`src/sv/ifp_pkg.sv`:
```
// Shared types and constants of the IPv4 fragment planner.
package ifp_pkg;

  // Result status codes.
  localparam logic [2:0] ST_OK    = 3'd0;
  localparam logic [2:0] ST_DF    = 3'd1;
  localparam logic [2:0] ST_MANY  = 3'd2;
  localparam logic [2:0] ST_MPS   = 3'd3;
  localparam logic [2:0] ST_SHORT = 3'd4;

  // Port word widths.
  localparam int unsigned InDataW  = 64;
  localparam int unsigned OutDataW = 88;
  localparam int unsigned StatusW  = 3;

  // Depth of the plan queue between the front and the back.
  localparam int unsigned QDepth = 2;
  localparam int unsigned QIdxW  = 1;

  // One classified packet as handed from the front to the back.
  typedef struct packed {
    logic [2:0]  status;
    logic [15:0] total;    // payload bytes behind the headers
    logic [15:0] room;     // MPS minus the header bytes
    logic [15:0] full;     // room rounded down to a multiple of eight
    logic [8:0]  common;   // bytes up to the end of the IPv4 header
    logic [5:0]  ip_hdr;   // IPv4 header bytes
    logic [12:0] orig_off; // incoming fragment offset
  } plan_t;

endpackage

```
`src/sv/ipv4_fragment_planner_core.sv`:
```
// Top level of the IPv4 fragment planner.
// The block plans how one IPv4 packet is split into fragments that fit the
// output interface. Each word on the slave stream is one packet descriptor;
// the master stream returns one word per fragment, with tlast on the final
// one, or a single drop word (status in tuser, tlast set) when the packet
// cannot be fragmented.
// The front part takes a descriptor, checks it and then steps
// through the split one fragment per cycle to count the fragments, before it
// hands the plan to a two-entry queue. It takes no new descriptor until that
// plan has been handed to the queue.
// The back part walks the plan again and produces one fragment word per
// cycle into an output register while the receiver keeps up; each plan passes
// through the queue and the back's plan register before its first word.
// Reset returns both parts to idle, empties the queue and clears the output
// valid flag; no word is pending afterwards. When the receiver holds tready
// low the output word stays put, the back stops, and the front keeps working
// until the queue is full.
module ipv4_fragment_planner_core
  import ifp_pkg::*;
#(
  parameter int unsigned MAX_FRAGMENTS = 16
) (
  input  logic                clk_i,
  input  logic                rst_ni,
  input  logic                s_axis_tvalid_i,
  output logic                s_axis_tready_o,
  // frame_length[15:0], header_offset[23:16], header_words[27:24],
  // dont_fragment[28], original_offset[41:29], max_packet_size[57:42], zeros above
  input  logic [InDataW-1:0]  s_axis_tdata_i,
  output logic                m_axis_tvalid_o,
  input  logic                m_axis_tready_i,
  // fragment_number[5:0], payload_start[21:6], payload_length[37:22],
  // ip_total_length[53:38], fragment_frame_length[69:54],
  // fragment_offset[82:70], more_fragments[83], zeros above
  output logic [OutDataW-1:0] m_axis_tdata_o,
  // status[2:0]
  output logic [StatusW-1:0]  m_axis_tuser_o,
  output logic                m_axis_tlast_o
);

  logic  push, q_full, pop, q_avail;
  plan_t front_entry, queue_entry;

  ifp_front #(
    .MAX_FRAGMENTS(MAX_FRAGMENTS)
  ) u_front (
    .clk_i      (clk_i),
    .rst_ni     (rst_ni),
    .in_valid_i (s_axis_tvalid_i),
    .in_ready_o (s_axis_tready_o),
    .in_data_i  (s_axis_tdata_i),
    .push_o     (push),
    .entry_o    (front_entry),
    .full_i     (q_full)
  );

  ifp_queue u_queue (
    .clk_i   (clk_i),
    .rst_ni  (rst_ni),
    .push_i  (push),
    .entry_i (front_entry),
    .full_o  (q_full),
    .pop_i   (pop),
    .avail_o (q_avail),
    .entry_o (queue_entry)
  );

  ifp_back u_back (
    .clk_i        (clk_i),
    .rst_ni       (rst_ni),
    .avail_i      (q_avail),
    .entry_i      (queue_entry),
    .pop_o        (pop),
    .out_valid_o  (m_axis_tvalid_o),
    .out_ready_i  (m_axis_tready_i),
    .out_data_o   (m_axis_tdata_o),
    .out_status_o (m_axis_tuser_o),
    .out_last_o   (m_axis_tlast_o)
  );

endmodule

```
`src/sv/ifp_front.sv`:
```
// Front part: accepts packet descriptors, runs the checks and counts fragments.
module ifp_front
  import ifp_pkg::*;
#(
  parameter int unsigned MAX_FRAGMENTS = 16
) (
  input  logic               clk_i,
  input  logic               rst_ni,
  input  logic               in_valid_i,
  output logic               in_ready_o,
  input  logic [InDataW-1:0] in_data_i,
  output logic               push_o,
  output plan_t              entry_o,
  input  logic               full_i
);

  localparam int unsigned CntW = $clog2(MAX_FRAGMENTS + 1);

  localparam logic [1:0] S_IDLE  = 2'd0;
  localparam logic [1:0] S_CHECK = 2'd1;
  localparam logic [1:0] S_STEP  = 2'd2;
  localparam logic [1:0] S_PUSH  = 2'd3;

  logic [1:0]      state_q, state_d;
  logic [15:0]     frame_q, mps_q;
  logic [7:0]      hoff_q;
  logic [3:0]      words_q;
  logic            df_q;
  logic [12:0]     orig_q;
  plan_t           entry_q, entry_d;
  logic [15:0]     done_q, done_d;
  logic [CntW-1:0] cnt_q, cnt_d, cnt_next;

  logic [5:0]  ip_hdr;
  logic [8:0]  common;
  logic [15:0] total, room, full;
  logic [16:0] sum_room, sum_full;
  logic        fin;

  assign in_ready_o = (state_q == S_IDLE);
  assign push_o     = (state_q == S_PUSH) && !full_i;
  assign entry_o    = entry_q;

  // Header sizes and the chunk room of the held descriptor.
  always_comb begin
    ip_hdr = {words_q, 2'b00};
    common = 9'(hoff_q) + 9'(ip_hdr);
    total  = frame_q - 16'(common);
    room   = mps_q - 16'(common);
    full   = {room[15:3], 3'b000};
  end

  // One step of the split: the chunk at done_q is either the final one or a full one.
  always_comb begin
    sum_room = 17'(done_q) + 17'(entry_q.room);
    sum_full = 17'(done_q) + 17'(entry_q.full);
    fin      = (17'(entry_q.total) < sum_room) || (17'(entry_q.total) <= sum_full);
    cnt_next = cnt_q + CntW'(1);
  end

  // Sequencer.
  always_comb begin
    state_d = state_q;
    entry_d = entry_q;
    done_d  = done_q;
    cnt_d   = cnt_q;
    case (state_q)
      S_IDLE: begin
        if (in_valid_i) begin
          state_d = S_CHECK;
        end
      end
      S_CHECK: begin
        entry_d.total    = total;
        entry_d.room     = room;
        entry_d.full     = full;
        entry_d.common   = common;
        entry_d.ip_hdr   = ip_hdr;
        entry_d.orig_off = orig_q;
        entry_d.status   = ST_OK;
        done_d           = '0;
        cnt_d            = '0;
        state_d          = S_STEP;
        if (df_q) begin
          entry_d.status = ST_DF;
          state_d        = S_PUSH;
        end else if (frame_q < 16'(common)) begin
          entry_d.status = ST_SHORT;
          state_d        = S_PUSH;
        end else if ((mps_q <= 16'(common)) || ((total >= room) && (full == '0))) begin
          entry_d.status = ST_MPS;
          state_d        = S_PUSH;
        end
      end
      S_STEP: begin
        cnt_d = cnt_next;
        if (cnt_next >= CntW'(MAX_FRAGMENTS)) begin
          entry_d.status = ST_MANY;
          state_d        = S_PUSH;
        end else if (fin) begin
          state_d = S_PUSH;
        end else begin
          done_d = done_q + entry_q.full;
        end
      end
      S_PUSH: begin
        if (!full_i) begin
          state_d = S_IDLE;
        end
      end
      default: begin
        state_d = S_IDLE;
      end
    endcase
  end

  always_ff @(posedge clk_i or negedge rst_ni) begin
    if (!rst_ni) begin
      state_q <= S_IDLE;
    end else begin
      state_q <= state_d;
    end
  end

  // Descriptor and working registers.
  always_ff @(posedge clk_i) begin
    if (in_valid_i && in_ready_o) begin
      frame_q <= in_data_i[15:0];
      hoff_q  <= in_data_i[23:16];
      words_q <= in_data_i[27:24];
      df_q    <= in_data_i[28];
      orig_q  <= in_data_i[41:29];
      mps_q   <= in_data_i[57:42];
    end
    entry_q <= entry_d;
    done_q  <= done_d;
    cnt_q   <= cnt_d;
  end

endmodule

```
`src/sv/ifp_queue.sv`:
```
// Short plan queue between the front and the back.
module ifp_queue
  import ifp_pkg::*;
(
  input  logic  clk_i,
  input  logic  rst_ni,
  input  logic  push_i,
  input  plan_t entry_i,
  output logic  full_o,
  input  logic  pop_i,
  output logic  avail_o,
  output plan_t entry_o
);

  plan_t            mem_q [QDepth];
  logic [QIdxW-1:0] wr_q, rd_q;
  logic [QIdxW:0]   fill_q;

  assign full_o  = (fill_q == (QIdxW+1)'(QDepth));
  assign avail_o = (fill_q != '0);
  assign entry_o = mem_q[rd_q];

  // Pointers and fill level.
  always_ff @(posedge clk_i or negedge rst_ni) begin
    if (!rst_ni) begin
      wr_q   <= '0;
      rd_q   <= '0;
      fill_q <= '0;
    end else begin
      if (push_i) begin
        wr_q <= wr_q + QIdxW'(1);
      end
      if (pop_i) begin
        rd_q <= rd_q + QIdxW'(1);
      end
      if (push_i && !pop_i) begin
        fill_q <= fill_q + (QIdxW+1)'(1);
      end else if (pop_i && !push_i) begin
        fill_q <= fill_q - (QIdxW+1)'(1);
      end
    end
  end

  // Entry storage.
  always_ff @(posedge clk_i) begin
    if (push_i) begin
      mem_q[wr_q] <= entry_i;
    end
  end

endmodule

```
`src/sv/ifp_back.sv`:
```
// Back part: walks a plan and emits one fragment word per cycle unless stalled.
module ifp_back
  import ifp_pkg::*;
(
  input  logic                clk_i,
  input  logic                rst_ni,
  input  logic                avail_i,
  input  plan_t               entry_i,
  output logic                pop_o,
  output logic                out_valid_o,
  input  logic                out_ready_i,
  output logic [OutDataW-1:0] out_data_o,
  output logic [StatusW-1:0]  out_status_o,
  output logic                out_last_o
);

  logic        busy_q, busy_d;
  plan_t       plan_q;
  logic [15:0] done_q, done_d;
  logic [5:0]  num_q, num_d;

  logic                valid_q, valid_d;
  logic [OutDataW-1:0] data_q, data_d;
  logic [StatusW-1:0]  status_q, status_d;
  logic                last_q, last_d;

  logic        load;
  logic [16:0] sum_room, sum_end;
  logic [15:0] chunk;
  logic        more;

  assign pop_o        = !busy_q && avail_i;
  assign load         = busy_q && (!valid_q || out_ready_i);
  assign out_valid_o  = valid_q;
  assign out_data_o   = data_q;
  assign out_status_o = status_q;
  assign out_last_o   = last_q;

  // Chunk at the current position.
  always_comb begin
    sum_room = 17'(done_q) + 17'(plan_q.room);
    chunk    = (17'(plan_q.total) < sum_room) ? (plan_q.total - done_q) : plan_q.full;
    sum_end  = 17'(done_q) + 17'(chunk);
    more     = (sum_end != 17'(plan_q.total));
  end

  // Result word and walk progress.
  always_comb begin
    busy_d   = busy_q;
    done_d   = done_q;
    num_d    = num_q;
    valid_d  = valid_q;
    data_d   = data_q;
    status_d = status_q;
    last_d   = last_q;
    if (valid_q && out_ready_i) begin
      valid_d = 1'b0;
    end
    if (pop_o) begin
      busy_d = 1'b1;
      done_d = '0;
      num_d  = '0;
    end
    if (load) begin
      valid_d  = 1'b1;
      status_d = plan_q.status;
      if (plan_q.status != ST_OK) begin
        data_d = '0;
        last_d = 1'b1;
        busy_d = 1'b0;
      end else begin
        data_d        = '0;
        data_d[5:0]   = num_q;
        data_d[21:6]  = done_q;
        data_d[37:22] = chunk;
        data_d[53:38] = 16'(plan_q.ip_hdr) + chunk;
        data_d[69:54] = 16'(plan_q.common) + chunk;
        data_d[82:70] = plan_q.orig_off + done_q[15:3];
        data_d[83]    = more;
        last_d        = !more;
        busy_d        = more;
        done_d        = sum_end[15:0];
        num_d         = num_q + 6'd1;
      end
    end
  end

  always_ff @(posedge clk_i or negedge rst_ni) begin
    if (!rst_ni) begin
      busy_q  <= 1'b0;
      valid_q <= 1'b0;
    end else begin
      busy_q  <= busy_d;
      valid_q <= valid_d;
    end
  end

  always_ff @(posedge clk_i) begin
    if (pop_o) begin
      plan_q <= entry_i;
    end
    done_q   <= done_d;
    num_q    <= num_d;
    data_q   <= data_d;
    status_q <= status_d;
    last_q   <= last_d;
  end

endmodule

```
`config.mk`:
```
export PLATFORM = sky130hd
export DESIGN_NAME = ipv4_fragment_planner_core
export DESIGN_NICKNAME = d
export VERILOG_FILES = /design/src/sv/ifp_pkg.sv /design/src/sv/ipv4_fragment_planner_core.sv /design/src/sv/ifp_front.sv /design/src/sv/ifp_queue.sv /design/src/sv/ifp_back.sv
export SDC_FILE = /design/constraint.sdc
export NUM_CORES = 1
export LEC_CHECK = 0
export ABC_AREA = 1
export BUFFER_PORTS_ARGS = -buffer_cell sky130_fd_sc_hd__buf_4
export CORE_MARGIN = 3
export CORE_UTILIZATION = 55
export CTS_CLUSTER_SIZE = 24
export DETAILED_ROUTE_END_ITERATION = 10
export PLACE_DENSITY = 0.81
export SLEW_MARGIN = 30
export SYNTH_ARGS = -nofsm -noshare
export SYNTH_HDL_FRONTEND = slang
export SYNTH_SLANG_ARGS = --single-unit
```
`constraint.sdc`:
```
create_clock -name clk_i -period 7.1 [get_ports clk_i]
set_input_delay 2.13 -clock clk_i [delete_from_list [all_inputs] [get_ports clk_i]]
set_output_delay 2.13 -clock clk_i [all_outputs]
set_load 0.1 [all_outputs]
```
==> run summary <==
Clock buffer depth -> 3
Number of global-route vias before repair -> 14600
CTS Buf Count -> 42
Crit path depth -> 39
CORE AREA -> 38900 sq um
Die ar. -> 42000 sq um
Routed WL -> 46600 um
Tcrit/Tclk final -> 93.7%
FF-to-FF setup slack -> 0.45 ns
Antenna Cells -> 0
Clock transition at path regs -> 0.07 ns
Post-DR vias/cell -> 5.34
GPL Wtd Cong -> 0.928
Crit. End Element -> flop
H-tree levels -> 2
Fraction of registers with async set/reset -> 1.83%
Number of port buffers -> 151
Detailed Route Iter0 Violations -> 953
Io pins -> 162
FF-to-FF path depth -> 39
Hold path cells -> 0
CTS Root Cell -> clkbuf_16
Die Y -> 205 um
Critical path buffers and inverters -> 6
Crit path max fanout -> 11
EDFF count, synth -> 406
Sequential cell area -> 12800 sq um
Synth-to-layout area growth -> 15.3%
Nets -> 2458
CTS tree -> built
Critical path type -> reg2reg
Fillers -> 2934
Tightest Hold Check Type -> reg2reg
Crit path max-delay family -> simple AND/OR/NAND/NOR gates
Syn Area/Cell -> 10.7 sq um
Register area share after synthesis -> 58.9%
GR Overflow Total -> 0
Worst path required time -> 7.43 ns
Yosys reg bits -> 436
Worst setup SP type -> flop
Max incr delay on CP -> 0.42 ns
Routed len/inst -> 16.8 um
Post-synthesis cell type count -> 58
Sink Count -> 436
Fmax -> 150 MHz
Share of cells above drive strength 1 -> 13.5%
Pin count of the biggest net entering global routing -> 64
Number of remaining DRC errors -> 0
CP max-delay cell -> edfxtp_1
Final ANT Viol Nets -> 0
RSZ-0062 raised after global routing -> false
Initial Utilization -> 56.0%
Vias -> 14800
DRT Pass-1 Iters -> 6
Commonest register cell after synthesis -> edfxtp_1
Setup tns final -> 0 ns
Setup Skew -> 0.0222 ns
Global-route wire length before repair -> 73300 um
Measured slew at the worst slew-check pin -> 0.994 ns
Clk Latency, worst-skew pair -> 0.59 ns
Rows -> 72
Initial antenna violation count -> 0
Syn. warnings -> 0
Hold Vio Cnt, Final -> 0
Mapped cell area -> 21800 sq um
Final Slew Violations -> 0
Min Tclk post-route -> 6.65 ns
Slew headroom -> 33.0%
Area of the multi-input gates -> 7860 sq um
Crit path top cell by count -> a21oi_1
Maximum Capacitance Violations -> 0
Syn Inst Count -> 2034
Die W -> 205 um
WP data arrival -> 6.98 ns
GRT Util Overall -> 22.3%
Outcome -> complete, no violations
Final setup fails -> 0
HPWL Detailed -> 34700 um
-- routing by layer --
layer | global-route usage [%] | wire length, um
met1 | 28.4 | 19200
met2 | 37.5 | 22400
met3 | 3.88 | 2700
met4 | 10.1 | 2250
met5 | 0 | 0
-- synth_stat cells, types with 3 or more instances --
| cell type | instances | area share, % |
|---|---|---|
| clkbuf_1 | 25 | 0.43 |
| nand3_1 | 94 | 2.2 |
| or2_2 | 7 | 0.20 |
| a21oi_1 | 120 | 2.8 |
| nand3b_1 | 7 | 0.24 |
| a21o_1 | 7 | 0.24 |
| nand2_4 | 7 | 0.36 |
| nand4_1 | 7 | 0.20 |
| nand3_4 | 3 | 0.24 |
| inv_2 | 5 | 0.086 |
| inv_1 | 251 | 4.3 |
| nand3_2 | 7 | 0.32 |
| nand2_2 | 10 | 0.29 |
| nor2_2 | 3 | 0.086 |
| o22ai_1 | 9 | 0.26 |
| a31oi_1 | 7 | 0.20 |
| edfxtp_1 | 406 | 56 |
| nand2_1 | 441 | 7.6 |
| o31ai_1 | 3 | 0.10 |
| o211ai_1 | 3 | 0.10 |
| o21ai_1 | 8 | 0.18 |
| nor4_1 | 5 | 0.14 |
| buf_4 | 6 | 0.21 |
| o21ai_2 | 4 | 0.16 |
| o21bai_1 | 14 | 0.48 |
| xnor2_1 | 20 | 0.80 |
| nor3_1 | 25 | 0.57 |
| o21a_1 | 5 | 0.17 |
| xor2_1 | 55 | 2.2 |
| nor2_1 | 146 | 2.5 |
| o21ai_0 | 91 | 2.1 |
| and2_1 | 5 | 0.14 |
| dfxtp_1 | 22 | 2.0 |
| ha_1 | 155 | 8.9 |
| dfrtp_1 | 8 | 0.92 |
| fa_1 | 10 | 0.92 |
| a211oi_1 | 7 | 0.24 |
-- path summary, 6_finish.rpt --
| kind | endpoint | start |
|---|---|---|
| worst max-delay path | u_back.out_data_o[83] | u_back.plan_q[48] |
| worst min-delay path | u_front.entry_o[12] | u_front.orig_q[12] |
| max in group asynchronous | u_queue.wr_q | rst_ni |
| worst max register to register | u_back.out_data_o[83] | u_back.plan_q[48] |
| min in group asynchronous | u_back.out_valid_o | rst_ni |
| worst min register to register | u_front.entry_o[12] | u_front.orig_q[12] |
-- final cells by class --
cell class                 count  area share [%]
clock buffer                  53            4.47
clock inverter                22            1.38
inverter                     259            3.90
sequential                   436            51.1
multi-input combinational   1309            31.3
tap                          518            2.58
timing repair buffer         177            5.29
-- state kept, by name (all words and copies together) (netlist names), 2 cells and up --
signal,count
u_front.state_q,2
u_front.mps_q,16
u_back.out_status_o,3
u_front.hoff_q,8
u_front.entry_o,61
u_front.cnt_q,5
u_back.plan_q,61
u_back.out_data_o,82
u_front.orig_q,13
u_back.done_q,16
u_back.num_q,6
u_front.words_q,4
u_queue.mem_q,122
u_front.frame_q,16
u_front.done_q,13
u_queue.fill_q,2
-- per-stage QoR --
stage | cells | setup slack [ns] | utilization, % | cell area [sq um] | hold slack (ns)
after floorplan | 2037 | 1.13 | - | 21800 | 0.400
after global placement | 2699 | 0.541 | 60.8 | 23600 | 0.406
after detailed placement | 2699 | 0.478 | 60.8 | 23600 | 0.406
after CTS | 2774 | 0.446 | 64.5 | 25100 | 0.420
after global routing | 2774 | 0.0366 | 64.6 | 25100 | 0.434
final | 2774 | 0.450 | 64.6 | 25100 | 0.419
-- layout by cell type (no fill, tap or decap), drive strengths merged, types with 55 or more instances in the layout --
cell type  instances
a21oi            121
buf              177
edfxtp           406
ha               155
inv              256
nand2            460
nand3            104
nor2             150
o21ai            103
xor2              55
-- cell families after synthesis --
family          count (synthesis)  share of synthesized area (%)
simple gates                  777                           15.6
buf+inv                       292                           5.15
fa+ha+maj                     165                           9.82
xor+xnor                       75                           3.02
flops                         436                           58.9
other cells                     1                         0.0172
compound gates                288                           7.42
-- timing repair --
item / in CTS / in global routing
endpoints found under the setup margin: 0 / 2
hold buffers: 0 / 0
setup buffers: 0 / 0
endpoints found under the hold margin: 0 / 0
gates resized for setup: 0 / 1
Power is not shown: default switching activity piles up to over one toggle a cycle in this logic, so the estimate is an artifact.
